`config.mk`:
```
export PLATFORM = sky130hd
export DESIGN_NAME = sliding_window_minimum
export DESIGN_NICKNAME = d
export VERILOG_FILES = /design/src/hw/rtl/swm_pkg.sv /design/src/hw/rtl/swm_ram.sv /design/src/hw/rtl/swm_front.sv /design/src/hw/rtl/swm_job_queue.sv /design/src/hw/rtl/swm_back.sv /design/src/hw/rtl/sliding_window_minimum.sv
export SDC_FILE = /design/constraint.sdc
export NUM_CORES = 2
export LEC_CHECK = 0
export BUFFER_PORTS_ARGS = -buffer_cell sky130_fd_sc_hd__buf_2
export CORE_MARGIN = 2
export CORE_UTILIZATION = 50
export CTS_CLUSTER_SIZE = 16
export DETAILED_ROUTE_END_ITERATION = 12
export GPL_TIMING_DRIVEN = 0
export PLACE_DENSITY = 0.67
export SLEW_MARGIN = 10
export SYNTH_ARGS = -nofsm -noshare
export SYNTH_HDL_FRONTEND = slang
export SYNTH_SLANG_ARGS = --single-unit
export TNS_END_PERCENT = 50
```
`constraint.sdc`:
```
create_clock -name clock -period 13.5 [get_ports clock]
set_clock_uncertainty 0.15 [all_clocks]
set_input_delay 0.675 -clock clock [delete_from_list [all_inputs] [get_ports clock]]
set_output_delay 0.675 -clock clock [all_outputs]
set_load 0.01 [all_outputs]
```
`src/hw/rtl/swm_pkg.sv`:
```
// ----------------------------------------------------------------------------
// swm_pkg
// shared constants for the sliding window minimum filter
// ----------------------------------------------------------------------------
package swm_pkg;

   localparam int MAX_WINDOW_DEFAULT = 64;
   localparam int SAMPLE_W           = 32;
   localparam int WLEN_W             = 7;
   localparam int CSR_ADDR_W         = 3;
   localparam int CSR_DATA_W         = 32;
   localparam int JOB_QUEUE_DEPTH    = 2;

   localparam logic [WLEN_W-1:0] WLEN_RESET = WLEN_W'(1);

   // register index, taken from the word address bit
   localparam logic CSR_IDX_WINDOW_LENGTH = 1'b0;

endpackage

```
`src/hw/rtl/swm_ram.sv`:
```
// ----------------------------------------------------------------------------
// swm_ram
// generic one write, one read port ram with registered read data
// ----------------------------------------------------------------------------
module swm_ram #(
   parameter int WIDTH = 32,
   parameter int DEPTH = 64,
   localparam int AW   = (DEPTH > 1) ? $clog2(DEPTH) : 1
) (
   input  logic             clock,
   input  logic             wr_en,
   input  logic [AW-1:0]    wr_addr,
   input  logic [WIDTH-1:0] wr_data,
   input  logic [AW-1:0]    rd_addr,
   output logic [WIDTH-1:0] rd_data
);

   logic [WIDTH-1:0] mem_ff [DEPTH];
   logic [WIDTH-1:0] rd_data_ff;

   always_ff @(posedge clock) begin
      if (wr_en) begin
         mem_ff[wr_addr] <= wr_data;
      end
      rd_data_ff <= mem_ff[rd_addr];
   end

   assign rd_data = rd_data_ff;

endmodule

```
`src/hw/rtl/swm_front.sv`:
```
// ----------------------------------------------------------------------------
// swm_front
// accepts samples, stores them and decides which ones produce a result
// ----------------------------------------------------------------------------
module swm_front
   import swm_pkg::*;
#(
   parameter int MAX_WINDOW = MAX_WINDOW_DEFAULT,
   localparam int AW = (MAX_WINDOW > 1) ? $clog2(MAX_WINDOW) : 1,
   localparam int CW = $clog2(MAX_WINDOW + 1)
) (
   input  logic                       clock,
   input  logic                       reset,
   input  logic                       push,
   input  logic signed [SAMPLE_W-1:0] sample,
   input  logic                       first,
   output logic                       full,
   input  logic [CW-1:0]              win,
   input  logic                       oldest_vld,
   input  logic [AW-1:0]              oldest_slot,
   input  logic                       queue_full,
   output logic                       ram_wr_en,
   output logic [AW-1:0]              ram_wr_addr,
   output logic [SAMPLE_W-1:0]        ram_wr_data,
   output logic                       job_push,
   output logic [AW-1:0]              job_slot
);

   logic [CW-1:0] fill_ff, fill_in;
   logic [AW-1:0] slot_ff, slot_in;
   logic [CW-1:0] fill_base;
   logic [CW-1:0] ahead;
   logic [CW:0]   thresh;
   logic          hazard;
   logic          accept;

   // distance from the oldest pending window end to the next write slot
   assign ahead  = (slot_ff >= oldest_slot) ? CW'(slot_ff - oldest_slot)
                                            : CW'(MAX_WINDOW) - CW'(oldest_slot) + CW'(slot_ff);
   assign thresh = (CW+1)'(MAX_WINDOW) - {1'b0, win} + (CW+1)'(1);
   assign hazard = oldest_vld &&
                   (ahead == '0 || {1'b0, ahead} >= thresh);

   assign full   = queue_full | hazard;
   assign accept = push & ~full;

   always_comb begin
      fill_base = first ? '0 : fill_ff;
      fill_in   = (fill_base < CW'(MAX_WINDOW)) ? fill_base + CW'(1) : fill_base;
      slot_in   = (slot_ff == AW'(MAX_WINDOW - 1)) ? '0 : slot_ff + AW'(1);
   end

   always_ff @(posedge clock) begin
      if (reset) begin
         fill_ff <= '0;
         slot_ff <= '0;
      end else if (accept) begin
         fill_ff <= fill_in;
         slot_ff <= slot_in;
      end
   end

   assign ram_wr_en   = accept;
   assign ram_wr_addr = slot_ff;
   assign ram_wr_data = sample;
   assign job_push    = accept && (fill_in >= win);
   assign job_slot    = slot_ff;

endmodule

```
`src/hw/rtl/swm_job_queue.sv`:
```
// ----------------------------------------------------------------------------
// swm_job_queue
// short queue of window end slots between front and back
// ----------------------------------------------------------------------------
module swm_job_queue
   import swm_pkg::*;
#(
   parameter int WIDTH = 6
) (
   input  logic             clock,
   input  logic             reset,
   input  logic             push,
   input  logic [WIDTH-1:0] push_data,
   input  logic             pop,
   output logic [WIDTH-1:0] head,
   output logic             empty,
   output logic             full
);

   localparam int PW = (JOB_QUEUE_DEPTH > 1) ? $clog2(JOB_QUEUE_DEPTH) : 1;
   localparam int NW = $clog2(JOB_QUEUE_DEPTH + 1);

   logic [WIDTH-1:0] mem_ff [JOB_QUEUE_DEPTH];
   logic [PW-1:0]    wr_ptr_ff, wr_ptr_in;
   logic [PW-1:0]    rd_ptr_ff, rd_ptr_in;
   logic [NW-1:0]    count_ff, count_in;
   logic             do_push;
   logic             do_pop;

   assign empty   = (count_ff == '0);
   assign full    = (count_ff == NW'(JOB_QUEUE_DEPTH));
   assign do_push = push & ~full;
   assign do_pop  = pop & ~empty;
   assign head    = mem_ff[rd_ptr_ff];

   always_comb begin
      wr_ptr_in = wr_ptr_ff;
      rd_ptr_in = rd_ptr_ff;
      count_in  = count_ff;
      if (do_push) begin
         wr_ptr_in = (wr_ptr_ff == PW'(JOB_QUEUE_DEPTH - 1)) ? '0 : wr_ptr_ff + PW'(1);
      end
      if (do_pop) begin
         rd_ptr_in = (rd_ptr_ff == PW'(JOB_QUEUE_DEPTH - 1)) ? '0 : rd_ptr_ff + PW'(1);
      end
      if (do_push && !do_pop) begin
         count_in = count_ff + NW'(1);
      end else if (do_pop && !do_push) begin
         count_in = count_ff - NW'(1);
      end
   end

   always_ff @(posedge clock) begin
      if (reset) begin
         wr_ptr_ff <= '0;
         rd_ptr_ff <= '0;
         count_ff  <= '0;
      end else begin
         wr_ptr_ff <= wr_ptr_in;
         rd_ptr_ff <= rd_ptr_in;
         count_ff  <= count_in;
      end
   end

   always_ff @(posedge clock) begin
      if (do_push) begin
         mem_ff[wr_ptr_ff] <= push_data;
      end
   end

endmodule

```
`src/hw/rtl/swm_back.sv`:
```
// ----------------------------------------------------------------------------
// swm_back
// walks one window through the sample ram and holds the minimum for output
// ----------------------------------------------------------------------------
module swm_back
   import swm_pkg::*;
#(
   parameter int MAX_WINDOW = MAX_WINDOW_DEFAULT,
   localparam int AW = (MAX_WINDOW > 1) ? $clog2(MAX_WINDOW) : 1,
   localparam int CW = $clog2(MAX_WINDOW + 1)
) (
   input  logic                        clock,
   input  logic                        reset,
   input  logic [CW-1:0]               win,
   input  logic                        job_empty,
   input  logic [AW-1:0]               job_slot,
   output logic                        job_pop,
   output logic                        busy,
   output logic [AW-1:0]               cur_slot,
   output logic [AW-1:0]               ram_rd_addr,
   input  logic signed [SAMPLE_W-1:0]  ram_rd_data,
   output logic                        out_empty,
   input  logic                        out_pop,
   output logic signed [SAMPLE_W-1:0]  out_min
);

   logic                       busy_ff, busy_in;
   logic [AW-1:0]              base_ff, base_in;
   logic [AW-1:0]              addr_ff, addr_in;
   logic [CW-1:0]              remain_ff, remain_in;
   logic                       data_vld_ff;
   logic                       data_last_ff;
   logic                       data_first_ff;
   logic                       first_pend_ff, first_pend_in;
   logic signed [SAMPLE_W-1:0] best_ff, best_in;
   logic                       out_vld_ff, out_vld_in;
   logic signed [SAMPLE_W-1:0] out_min_ff, out_min_in;
   logic                       start;
   logic                       issue;
   logic signed [SAMPLE_W-1:0] cand;

   assign start = ~busy_ff & ~job_empty & ~out_vld_ff;
   assign issue = busy_ff & (remain_ff != '0);
   assign cand  = (data_first_ff || ram_rd_data < best_ff) ? ram_rd_data : best_ff;

   always_comb begin
      busy_in       = busy_ff;
      base_in       = base_ff;
      addr_in       = addr_ff;
      remain_in     = remain_ff;
      first_pend_in = first_pend_ff;
      best_in       = best_ff;
      out_vld_in    = out_vld_ff;
      out_min_in    = out_min_ff;
      if (start) begin
         busy_in       = 1'b1;
         base_in       = job_slot;
         addr_in       = job_slot;
         remain_in     = win;
         first_pend_in = 1'b1;
      end
      if (issue) begin
         addr_in       = (addr_ff == '0) ? AW'(MAX_WINDOW - 1) : addr_ff - AW'(1);
         remain_in     = remain_ff - CW'(1);
         first_pend_in = 1'b0;
      end
      if (data_vld_ff) begin
         best_in = cand;
      end
      if (data_vld_ff && data_last_ff) begin
         busy_in    = 1'b0;
         out_vld_in = 1'b1;
         out_min_in = cand;
      end else if (out_pop && out_vld_ff) begin
         out_vld_in = 1'b0;
      end
   end

   always_ff @(posedge clock) begin
      if (reset) begin
         busy_ff       <= 1'b0;
         remain_ff     <= '0;
         data_vld_ff   <= 1'b0;
         data_last_ff  <= 1'b0;
         data_first_ff <= 1'b0;
         first_pend_ff <= 1'b0;
         out_vld_ff    <= 1'b0;
      end else begin
         busy_ff       <= busy_in;
         remain_ff     <= remain_in;
         data_vld_ff   <= issue;
         data_last_ff  <= issue && (remain_ff == CW'(1));
         data_first_ff <= issue && first_pend_ff;
         first_pend_ff <= first_pend_in;
         out_vld_ff    <= out_vld_in;
      end
   end

   always_ff @(posedge clock) begin
      base_ff    <= base_in;
      addr_ff    <= addr_in;
      best_ff    <= best_in;
      out_min_ff <= out_min_in;
   end

   assign job_pop     = start;
   assign busy        = busy_ff;
   assign cur_slot    = base_ff;
   assign ram_rd_addr = addr_ff;
   assign out_empty   = ~out_vld_ff;
   assign out_min     = out_min_ff;

endmodule

```
`src/hw/rtl/sliding_window_minimum.sv`:
```
// ----------------------------------------------------------------------------
// sliding_window_minimum
// minimum of the most recent window_length signed samples of a stream
// ----------------------------------------------------------------------------
// input queue side: req_sample and req_first are taken when req_push is high
// and req_full is low. req_first restarts the sequence with that item.
// result queue side: rsp_window_min is valid while rsp_empty is low and is
// taken when rsp_pop is high.
// register window_length (byte address 0) sets the window, 0 acts as 1,
// values above MAX_WINDOW act as MAX_WINDOW. reset value 1.
// an item that produces no result is only stored in the sample ram.
// an item that produces a result occupies the back for the start step,
// one read of the sample ram per entry of the effective window, the
// registered ram read and the time the result waits in the output
// register until it is popped.
// the front keeps taking items while a result waits, until the job queue
// (two entries) fills or a new sample would overwrite a pending window.
// reset empties both queues and restarts the fill count; the sample ram is
// not cleared.
// ----------------------------------------------------------------------------
module sliding_window_minimum
   import swm_pkg::*;
#(
   parameter int MAX_WINDOW = MAX_WINDOW_DEFAULT
) (
   input  logic                        clock,
   input  logic                        reset,
   input  logic                        req_push,
   output logic                        req_full,
   input  logic signed [SAMPLE_W-1:0]  req_sample,
   input  logic                        req_first,
   output logic                        rsp_empty,
   input  logic                        rsp_pop,
   output logic signed [SAMPLE_W-1:0]  rsp_window_min,
   input  logic                        psel,
   input  logic                        penable,
   input  logic                        pwrite,
   input  logic [CSR_ADDR_W-1:0]       paddr,
   input  logic [CSR_DATA_W-1:0]       pwdata,
   output logic [CSR_DATA_W-1:0]       prdata,
   output logic                        pready
);

   localparam int AW = (MAX_WINDOW > 1) ? $clog2(MAX_WINDOW) : 1;
   localparam int CW = $clog2(MAX_WINDOW + 1);

   logic [WLEN_W-1:0]   wlen_ff, wlen_in;
   logic [CW-1:0]       win;
   logic                csr_wr;
   logic                ram_wr_en;
   logic [AW-1:0]       ram_wr_addr;
   logic [SAMPLE_W-1:0] ram_wr_data;
   logic [AW-1:0]       ram_rd_addr;
   logic [SAMPLE_W-1:0] ram_rd_data;
   logic                job_push;
   logic [AW-1:0]       job_slot;
   logic                job_pop;
   logic [AW-1:0]       job_head;
   logic                job_empty;
   logic                job_full;
   logic                back_busy;
   logic [AW-1:0]       back_slot;
   logic                oldest_vld;
   logic [AW-1:0]       oldest_slot;

   assign pready = 1'b1;
   assign csr_wr = psel & penable & pwrite & pready;

   always_comb begin
      wlen_in = wlen_ff;
      if (csr_wr && paddr[2] == CSR_IDX_WINDOW_LENGTH) begin
         wlen_in = pwdata[WLEN_W-1:0];
      end
   end

   always_ff @(posedge clock) begin
      if (reset) begin
         wlen_ff <= WLEN_RESET;
      end else begin
         wlen_ff <= wlen_in;
      end
   end

   assign prdata = (paddr[2] == CSR_IDX_WINDOW_LENGTH) ?
                   {{(CSR_DATA_W-WLEN_W){1'b0}}, wlen_ff} : '0;

   always_comb begin
      if (wlen_ff == '0) begin
         win = CW'(1);
      end else if ({{(32-WLEN_W){1'b0}}, wlen_ff} > 32'(MAX_WINDOW)) begin
         win = CW'(MAX_WINDOW);
      end else begin
         win = CW'(wlen_ff);
      end
   end

   assign oldest_vld  = back_busy | ~job_empty;
   assign oldest_slot = back_busy ? back_slot : job_head;

   swm_front #(
      .MAX_WINDOW (MAX_WINDOW)
   ) u_front (
      .clock       (clock),
      .reset       (reset),
      .push        (req_push),
      .sample      (req_sample),
      .first       (req_first),
      .full        (req_full),
      .win         (win),
      .oldest_vld  (oldest_vld),
      .oldest_slot (oldest_slot),
      .queue_full  (job_full),
      .ram_wr_en   (ram_wr_en),
      .ram_wr_addr (ram_wr_addr),
      .ram_wr_data (ram_wr_data),
      .job_push    (job_push),
      .job_slot    (job_slot)
   );

   swm_ram #(
      .WIDTH (SAMPLE_W),
      .DEPTH (MAX_WINDOW)
   ) u_ram (
      .clock   (clock),
      .wr_en   (ram_wr_en),
      .wr_addr (ram_wr_addr),
      .wr_data (ram_wr_data),
      .rd_addr (ram_rd_addr),
      .rd_data (ram_rd_data)
   );

   swm_job_queue #(
      .WIDTH (AW)
   ) u_job_queue (
      .clock     (clock),
      .reset     (reset),
      .push      (job_push),
      .push_data (job_slot),
      .pop       (job_pop),
      .head      (job_head),
      .empty     (job_empty),
      .full      (job_full)
   );

   swm_back #(
      .MAX_WINDOW (MAX_WINDOW)
   ) u_back (
      .clock       (clock),
      .reset       (reset),
      .win         (win),
      .job_empty   (job_empty),
      .job_slot    (job_head),
      .job_pop     (job_pop),
      .busy        (back_busy),
      .cur_slot    (back_slot),
      .ram_rd_addr (ram_rd_addr),
      .ram_rd_data (ram_rd_data),
      .out_empty   (rsp_empty),
      .out_pop     (rsp_pop),
      .out_min     (rsp_window_min)
   );

endmodule
```
==> metrics.txt <==
Req. time, crit path 13.89 ns; CTS Buf Count 214; utilization after layout 0.581; Post-Synth Simple-Gate Area 0.0192; CP Cell Sequence clkbuf_1 > mux2_2 > mux2_2 > ha_1 > inv_1 > fa_1 > a211oi_1 > o21a_1 > nor2_1 > ha_1 > a21o_1 > a211oi_1 > o21a_1 > o32a_2 > nand2_1 > buf_2 > nor4_2 > buf_4 > buf_4 > buf_4 > buf_4 > buf_4 > buf_4; final worst setup slack 7.26 ns; share of post-route cells with drive strength above 1 0.301; Distinct cells, synth 70; Core Region 0.170 sq mm; post-synthesis compound-gate area fraction 0.0195; initial antenna violation count 13; Total Wirelength 226,000 um; drt drc 0; Setup CP Type reg2reg; post-route minimum period 6.24 ns; RePlAce Congestion 0.870; clk_lat worst skew 0.86 ns; peak supply drop 0.117 mV; Vias/cell 6.36; met1 Usage GRT 0.374; Initial Util 0.504; Layout area overhead 15.1%; die width 418 um; cell row count 151; Leak Pwr 31.6 nW; crit-path max cell delay 0.63 ns; clk sinks 2,206; Yosys Warn Count 0; wire per inst 33.5 um; Place WS 7.36 ns; Vias 43,000; largest family of logic cells by synthesized area multiplexers; setup TNS 0 ns; crit path max fanout 10; max-slew violations 0; CP Launch Type register; class of the worst hold path in2reg; post-synthesis adder-cell area fraction 0.00900; Synth Area in XOR/XNOR 0.00153; Design Power 19.9 mW; most used cell, CP buf_4; DR iter-0 viols 6,085; run status complete, no violations; M2 GR Usage 0.404; port bufs 87; Ports 142; gr usage total 0.261; R2R depth 23; synth top area cells edfxtp_1 (75%), mux4_2 (15%), dfxtp_1 (1.6%); post-synthesis mux area share 0.169; Synth area leader edfxtp_1; footprint of the multi-input gates 0.0193 sq mm; final setup fails 0; met3 GRT Util 0.0482; RSZ-0062 raised after global routing no; largest net degree at the start of global routing 65; dominant cell by count in the synthesized netlist edfxtp_1; DRT Pass-1 Iters 6; Non-Filler Instances 6,749; RR Endpoint u_ram.mem_ff[3][4]; PD cells 202 mW/mm^2; Least-Margin Pin Slew 1.37 ns; CTS tree yes; Worst setup EP type register; area of the mapped netlist 0.0856 sq mm; die height 418 um; die area 0.175 sq mm; crit path capture u_ram.mem_ff[3][4]; storage element area 0.0655 sq mm; Synth Flop Type edfxtp_1; Clock transition at path regs 0.06 ns; reg-to-reg slack, setup 7.26 ns; first-pass GRT wire length 318,000 um; Final nets 4,483; Overflow after GRT 0; max-cap violation count 0; fmax 160 MHz; root buf cell clkbuf_16; Post-Syn Area per Cell 22.2 sq um; Bufs on Longest Clock Path 3; ys async rst share 0; Rel. slew slack 0.0871; flops & latches, synth 2,206; DPL Wire Length 149,000 um; Post-synth EDFFs 2,136; global route hottest layer met2; Worst Path Arrival 6.63 ns; Seq/Total Area, Yosys 0.766; top post-synthesis cells by count edfxtp_1 (2,136), mux4_2 (583), nor2_1 (126), mux2i_1 (92), clkbuf_1 (88); fillers 12,100; slowest cell on the critical path nor4_2; Hold Violations, Final 0; cell count after placement 6,337; Yosys top cell area share 0.749; htree depth 4; vias in the first global route 42,100; Post-Synthesis Cells 3,857; final period utilization 0.462; Post-DRT Antenna Nets 0
[how the worst min path moves through the flow]
stage / startpoint / endpoint / slack, ns / depth (start not counted)
after global routing: req_sample[6] / u_ram.mem_ff[16][6] / 0.12 / 1
after CTS: req_push / u_front.fill_ff[5] / 0.16 / 4
after detailed placement: u_back.remain_ff[6] / u_back.remain_ff[6] / 0.33 / 2
after floorplan: u_back.remain_ff[6] / u_back.remain_ff[6] / 0.30 / 2
final: req_sample[6] / u_ram.mem_ff[16][6] / 0.12 / 1
after global placement: u_job_queue.wr_ptr_ff / u_job_queue.wr_ptr_ff / 0.31 / 2
[metrics by stage]
step / instance area (sq um) / hold slack [ns]
6_report: 98500 / 0.123
5_1_grt: 98500 / 0.116
4_1_cts: 98400 / 0.159
3_5_place_dp: 91400 / 0.327
3_3_place_gp: 88900 / 0.314
2_1_floorplan: 85700 / 0.296
[kinds of logic after synthesis]
kind of cell,Yosys count
flops,2206
mux,715
simple gates,340
buf+inv,280
compound gates,238
fa+ha+maj,61
xor+xnor,15
other cells,2
[sequential cells by signal (all words and copies together), names as in the netlist, 7 cells and up, named ones only]
register            count
u_back.remain_ff        7
u_back.best_ff         32
wlen_ff                 7
u_back.out_min         32
u_ram.mem_ff         2048
u_job_queue.mem_ff     12
u_ram.rd_data          32
u_front.fill_ff         7
[final cells by class]
| class | instances | share of cell area |
|---|---|---|
| Sequential cell | 2206 | 0.665 |
| Multi-Input combinational cell | 1395 | 0.196 |
| Clock buffer | 277 | 0.0569 |
| Tap cell | 2218 | 0.0282 |
| Timing Repair Buffer | 250 | 0.0268 |
| Clock inverter | 120 | 0.0137 |
| Buffer | 227 | 0.0115 |
| Inverter | 53 | 0.00202 |
| Antenna cell | 3 | 0.0000762 |
[metal layers]
metal / up-vias / part of all wire
met5: - / 0.000097
met4: 4 / 0.039
met1: 22900 / 0.39
li1: 17200 / -
met3: 397 / 0.099
met2: 2429 / 0.47
[where the power goes]
| group | switching (mW) | internal (mW) |
|---|---|---|
| registers | 0.107 | 7.76 |
| clock network | 2.60 | 3.31 |
| logic | 3.64 | 2.45 |
[cells in the final DEF (no fill, tap or decap), types with 69 or more instances in the layout]
| master | count |
|---|---|
| buf_2 | 152 |
| dfxtp_1 | 69 |
| nor2_1 | 78 |
| clkbuf_16 | 214 |
| buf_4 | 136 |
| edfxtp_1 | 2136 |
| nand2_1 | 81 |
| clkbuf_1 | 148 |
| mux4_2 | 583 |
| mux2i_1 | 92 |
[worst max-delay path, delay by kind of cell, from the launching register on]
family	cells	cell delay, ns
AOI/OAI and AO/OA	6	1.36
adders and majority gates	3	0.92
buffers and inverters	9	1.85
DFF	1	0.31
muxes	2	0.46
and+or+nand+nor	3	0.85
[repair_timing]
item	4_1_cts	5_1_grt
resized for setup	0	0
endpoints found under the hold margin	9	0
hold buffers	9	0
setup buffers	0	0
(Power assumes the default switching activity.)
